## config.mk

```make
export PLATFORM = sky130hd
export DESIGN_NAME = hes_cmp
export DESIGN_NICKNAME = d
export VERILOG_FILES = /design/src/hdl/timer_event_heap_scheduler_assert.svh /design/src/hdl/hes_pkg.sv /design/src/hdl/hes_cmp.sv
export SDC_FILE = /design/constraint.sdc
export NUM_CORES = 1
export LEC_CHECK = 0
export BUFFER_PORTS_ARGS = -buffer_cell sky130_fd_sc_hd__buf_2
export CORE_ASPECT_RATIO = 0.6
export CORE_MARGIN = 1
export CORE_UTILIZATION = 46
export DETAILED_ROUTE_END_ITERATION = 10
export PLACE_DENSITY_LB_ADDON = 0.05
export SYNTH_ARGS = -nofsm -noshare
export SYNTH_HDL_FRONTEND = slang
export SYNTH_SLANG_ARGS = --single-unit
```

## constraint.sdc

```tcl
create_clock -name vclk -period 3.44
set_input_delay 0.172 -clock vclk [all_inputs]
set_output_delay 0.172 -clock vclk [all_outputs]
set_load 0.03 [all_outputs]
```

## src/hdl/timer_event_heap_scheduler_assert.svh

```systemverilog
// Assertion macros shared by the scheduler RTL.
`ifndef TIMER_EVENT_HEAP_SCHEDULER_ASSERT_SVH
`define TIMER_EVENT_HEAP_SCHEDULER_ASSERT_SVH

// Same-cycle implication, sampled on clk, off during reset.
`define HES_ASSERT_SAME(lbl, ante, cons, msg) \
    lbl: assert property (@(posedge clk) disable iff (!rst_n) (ante) |-> (cons)) \
        else $error(msg);

// Next-cycle implication, sampled on clk, off during reset.
`define HES_ASSERT_NEXT(lbl, ante, cons, msg) \
    lbl: assert property (@(posedge clk) disable iff (!rst_n) (ante) |=> (cons)) \
        else $error(msg);

`endif

```

## src/hdl/hes_pkg.sv

```systemverilog
package hes_pkg;

    localparam int TIME_W       = 48;
    localparam int RESULT_LIMIT = 64;
    localparam int FIRE_AW      = 6;
    localparam int NFIRED_W     = 7;

    typedef enum logic [2:0] {
        M_DEFINE    = 3'd0,
        M_SCHED_IVL = 3'd1,
        M_SCHED_ABS = 3'd2,
        M_RESCHED   = 3'd3,
        M_UNSCHED   = 3'd4,
        M_SET_PRIO  = 3'd5,
        M_SET_IVL   = 3'd6,
        M_RUN       = 3'd7
    } hes_mode_t;

    typedef enum logic [3:0] {
        S_IDLE,
        S_DECODE,
        S_PRIO_RD,
        S_DROP,
        S_DROP_RD,
        S_ADD,
        S_UP,
        S_UP_CMP,
        S_DOWN,
        S_DOWN_L,
        S_DOWN_R,
        S_DOWN_CMP,
        S_PLACE,
        S_RUN_CHK,
        S_RUN_HEAD,
        S_FINISH
    } hes_state_t;

    typedef enum logic [1:0] {
        P_HEAD,
        P_EMIT,
        P_NONE
    } hes_phase_t;

    typedef struct packed {
        hes_mode_t   mode;
        logic [5:0]  event_id;
        logic [47:0] time_value;
        logic [31:0] interval_value;
        logic        oneshot_flag;
        logic [7:0]  priority_value;
        logic [47:0] now_ms;
    } hes_cmd_t;

    typedef struct packed {
        logic        status;
        logic        fired_valid;
        logic [5:0]  fired_event;
        logic        last_result;
        logic [47:0] head_fire_time;
        logic [6:0]  scheduled_count;
    } hes_res_t;

    // Heap ordering key
    typedef struct packed {
        logic [47:0] fire_time;
        logic [7:0]  prio;
    } hes_key_t;

    // Per-event settings
    typedef struct packed {
        logic [31:0] interval;
        logic        oneshot;
        logic [7:0]  prio;
    } hes_cfg_t;

    // Saturating 48-bit time sum
    function automatic logic [47:0] hes_sat_add(input logic [47:0] a, input logic [47:0] b);
        logic [48:0] s;
        s = {1'b0, a} + {1'b0, b};
        return s[48] ? {TIME_W{1'b1}} : s[47:0];
    endfunction

endpackage

```

## src/hdl/hes_cmp.sv

```systemverilog
// Heap order compare: earlier fire time first, higher priority on ties.
module hes_cmp
    import hes_pkg::*;
(
    input  hes_key_t a,
    input  hes_key_t b,
    output logic     a_first
);

    always_comb
    begin
        if (a.fire_time != b.fire_time)
        begin
            a_first = a.fire_time < b.fire_time;
        end
        else
        begin
            a_first = a.prio > b.prio;
        end
    end

endmodule

```

[After elaboration in Yosys (flattened, before gate mapping)]
Index checks and enable logic that the tools add are counted.
Word-level totals
  flip-flop bits (word level): 0
  bits of input ports: 112
  output and inout bits: 1
  logic and storage cells: 4
Cells by class
  $lt $le $gt $ge: 2
  equality and inequality tests: 1
  mux-type cells: 1
Operators with widths (count)
  48-bit < comparator: 1
  48-bit != test: 1
  8-bit > comparator: 1
  1-bit two-way mux: 1

[Depth between registers and ports, before layout]
  depth in word-level cells: 2
  mapped depth: 8

[Least setup slack after synthesis]
No wires, ideal clock.
  path kind: input -> output
  start: in b[17] in the netlist's numbering
  end: out a_first
  arrival time: 1.760 ns
  required time: 3.268 ns
  path slack: 1.508 ns
  stages on the path: 8
  path buffers: 0
  path through: inv_1 > ha_1 > a211oi_1 > nor2_1 > a2111oi_1 > or3_1 > nand4b_1 > o21ai_1
On the way
  longest elaborated chain between the ends: 2
  elaborated cells on any way between the ends: 3
  classes of those cells: order compare (1); eq/ne (1); mux (1)
Ends and longest elaborated chain
  from (decl): line hes_cmp.sv:6  | input hes_key_t b,
  48-bit < comparator or 48-bit != test (tied branches): line hes_cmp.sv:14, hes_cmp.sv:12
  1-bit two-way mux *: line hes_cmp.sv:12  | if (a.fire_time != b.fire_time)
  to (decl): line hes_cmp.sv:7  | output logic a_first
Every way passes the cells marked *; elsewhere a longest branch is shown, timed or not.

[Worst setup path in the final report]
  start: in b[34] in the netlist's numbering
  end: out a_first
Same word-level chain as after synthesis.

==> flow_summary.json <==
{
  "initial_util": 0.495,
  "postRouteAntennaNets": 0,
  "final_min_period_over_clock_period": 0.613,
  "drt_first_iter_violations": 48,
  "critical_path.slowest_cell": "sky130_fd_sc_hd__nor4_2",
  "final.clkbuf_count": 0,
  "die_height_um": 45.6,
  "placedCellCount": 350,
  "cp-start-kind": "input port",
  "gr-usage-all-layers": 0.197,
  "detailedPlacementHpwl_um": 3320,
  "drc_errors": 0,
  "min_path_cells": 5,
  "grt_overflow_total": 0,
  "synth.largest_area_cell": "sky130_fd_sc_hd__ha_1",
  "run_status": "finished clean",
  "timing.critical_path.to_type": "output port",
  "max_slew_violations": 0,
  "regArea_um2": 0,
  "final_layout_size_suffix_gt1_frac": 0.386,
  "placement_rows": 15,
  "grt_pass1_vias": 1389,
  "dr.pass1.iters": 4,
  "crit_type": "input port to output port",
  "synthesis.instances": 195,
  "cts_repair_resize_count": 0,
  "finalNonFillerCells": 350,
  "yosys-top-cells-area": "sky130_fd_sc_hd__ha_1, sky130_fd_sc_hd__inv_1, sky130_fd_sc_hd__a21oi_1",
  "cts_setup_buffers": 0,
  "antennaDiodeCount": 0,
  "irDropWorstVdd_v": 0.0000538,
  "utilization": 0.704,
  "p_leak_nw": 1.39,
  "slew-limit-headroom": 0.740,
  "die_width_um": 74.7,
  "ffs_latches": 0,
  "grt_start_max_net_pins": 5,
  "worstPathArrival_ns": 1.94,
  "setup_viol_count_final": 0,
  "place.port_buffers": 113,
  "die-area_um2": 3410,
  "post_drt_via_cell_ratio": 4.82,
  "ys_seq_area_frac": 0,
  "worstPathRequired_ns": 3.27,
  "hold_path_startpoint": "a[7]",
  "cts_hold_buf": 0,
  "initial_antenna_violation_count": 0,
  "area_growth_syn_to_layout_pct": 42.4,
  "finalSetupTns_ns": 0,
  "gpl.final_weighted_congestion": 0.771,
  "synthTopCellsByCount": "sky130_fd_sc_hd__inv_1, sky130_fd_sc_hd__ha_1, sky130_fd_sc_hd__a21oi_1",
  "fillerInstances": 262,
  "syn_area_um2": 1460,
  "worst_min_delay_path_endpoint": "a_first",
  "synthMostInstantiatedCell": "sky130_fd_sc_hd__inv_1",
  "yosys_warnings": 0,
  "timing.critical_path.fanout_max": 3,
  "timing.critical_path.cells": "buf_2, inv_1, ha_1, nand4_1, nor4_2, nand2_1, or3_1, nand4b_1, o21ai_1, buf_2",
  "post-synth-top-area-fraction": 0.481,
  "core_um2": 2950,
  "wire_length_of_the_first_global_routing_pass_um": 5370,
  "rsz_0062_raised_after_global_routing": "false",
  "crit_path_frequent_cell": "sky130_fd_sc_hd__buf_2",
  "number_of_distinct_library_cell_variants_in_the_gate_level_netlist_after_synthesis": 27,
  "routed_wl_um": 3490,
  "syn_nets": 363,
  "hold_vio_cnt_final": 0,
  "nNetsFinal": 478,
  "detail_route.wl_per_cell_um": 9.98,
  "cellPowerDensity_nw_per_um2": 101,
  "max_stage_delay_ns": 0.45,
  "hold_path.class": "input port to output port",
  "pin_count": 113,
  "final.hold.worst_slack_ns": 0.942,
  "synth.avg_cell_area_um2": 7.48,
  "vias": 1688,
  "tightest_slew_ns": 0.380,
  "max_clock_freq_ghz": 0.474,
  "max_cap_violations": 0,
  "final_period_minus_worst_setup_slack_ns": 2.11
}
## cell type report
| cell class | count | area [µm²] | share of cell area |
|---|---|---|---|
| Timing Repair Buffer | 113 | 566 | 0.272 |
| Tap cell | 42 | 52.6 | 0.0253 |
| Inverter | 59 | 221 | 0.107 |
| Multi-Input combinational cell | 136 | 1240 | 0.596 |
## per-layer routing
layer | part of all wire | up-vias | global-route usage | wire, µm
li1 | - | 915 | - | -
met1 | 0.51 | 709 | 0.288 | 1800
met2 | 0.41 | 62 | 0.335 | 1430
met3 | 0.071 | 2 | 0.0111 | 249
met4 | 0.0034 | 0 | 0.00755 | 12
met5 | 0 | - | 0 | 0
## through the flow
step	total power [W]	setup slack, ns	instance area, µm²
6_report	0.000210	1.33	2080
5_1_grt	0.000243	1.19	2080
4_1_cts	0.000211	1.35	2080
3_5_place_dp	0.000210	1.35	2080
3_3_place_gp	0.000205	1.42	2080
2_1_floorplan	0.000118	1.51	1460
## cells by family after synthesis
| kind of cell | count (synthesis) | share of synthesized area |
|---|---|---|
| buf+inv | 59 | 0.152 |
| fa+ha+maj | 56 | 0.481 |
| compound gates | 45 | 0.199 |
| simple gates | 35 | 0.168 |
## worst max-delay path, delay by kind of cell
family / cells / cell delay (ns)
AOI/OAI and AO/OA: 1 / 0.06
adders and majority gates: 1 / 0.29
buffers and inverters: 3 / 0.29
and+or+nand+nor: 5 / 1.11
## placed cells by master (no fill, tap or decap), types with 3 or more instances in the layout
cell / count
sky130_fd_sc_hd__o31ai_1: 3
sky130_fd_sc_hd__a21boi_0: 3
sky130_fd_sc_hd__buf_2: 113
sky130_fd_sc_hd__ha_1: 56
sky130_fd_sc_hd__inv_1: 59
sky130_fd_sc_hd__o21ai_0: 5
sky130_fd_sc_hd__nand3_1: 5
sky130_fd_sc_hd__a21o_1: 8
sky130_fd_sc_hd__nand4_2: 3
sky130_fd_sc_hd__a21oi_1: 17
sky130_fd_sc_hd__nor2b_1: 4
sky130_fd_sc_hd__nand2_1: 4
sky130_fd_sc_hd__nand4_1: 11
## worst max-delay path by stage
stage | startpoint | to | slack (ns) | cells past startpoint
3_3_place_gp | b[35] | a_first | 1.42 | 10
2_1_floorplan | b[17] | a_first | 1.51 | 8
4_1_cts | b[34] | a_first | 1.35 | 10
6_report | b[34] | a_first | 1.33 | 10
5_1_grt | b[34] | a_first | 1.19 | 10
3_5_place_dp | a[38] | a_first | 1.35 | 9
## report_power, final
group	switching [W]	total (W)	internal, W
combinational	0.0000986	0.000210	0.000111
clock	0	0	0
sequential	0	0	0
Power figures use the tool's default switching activity.
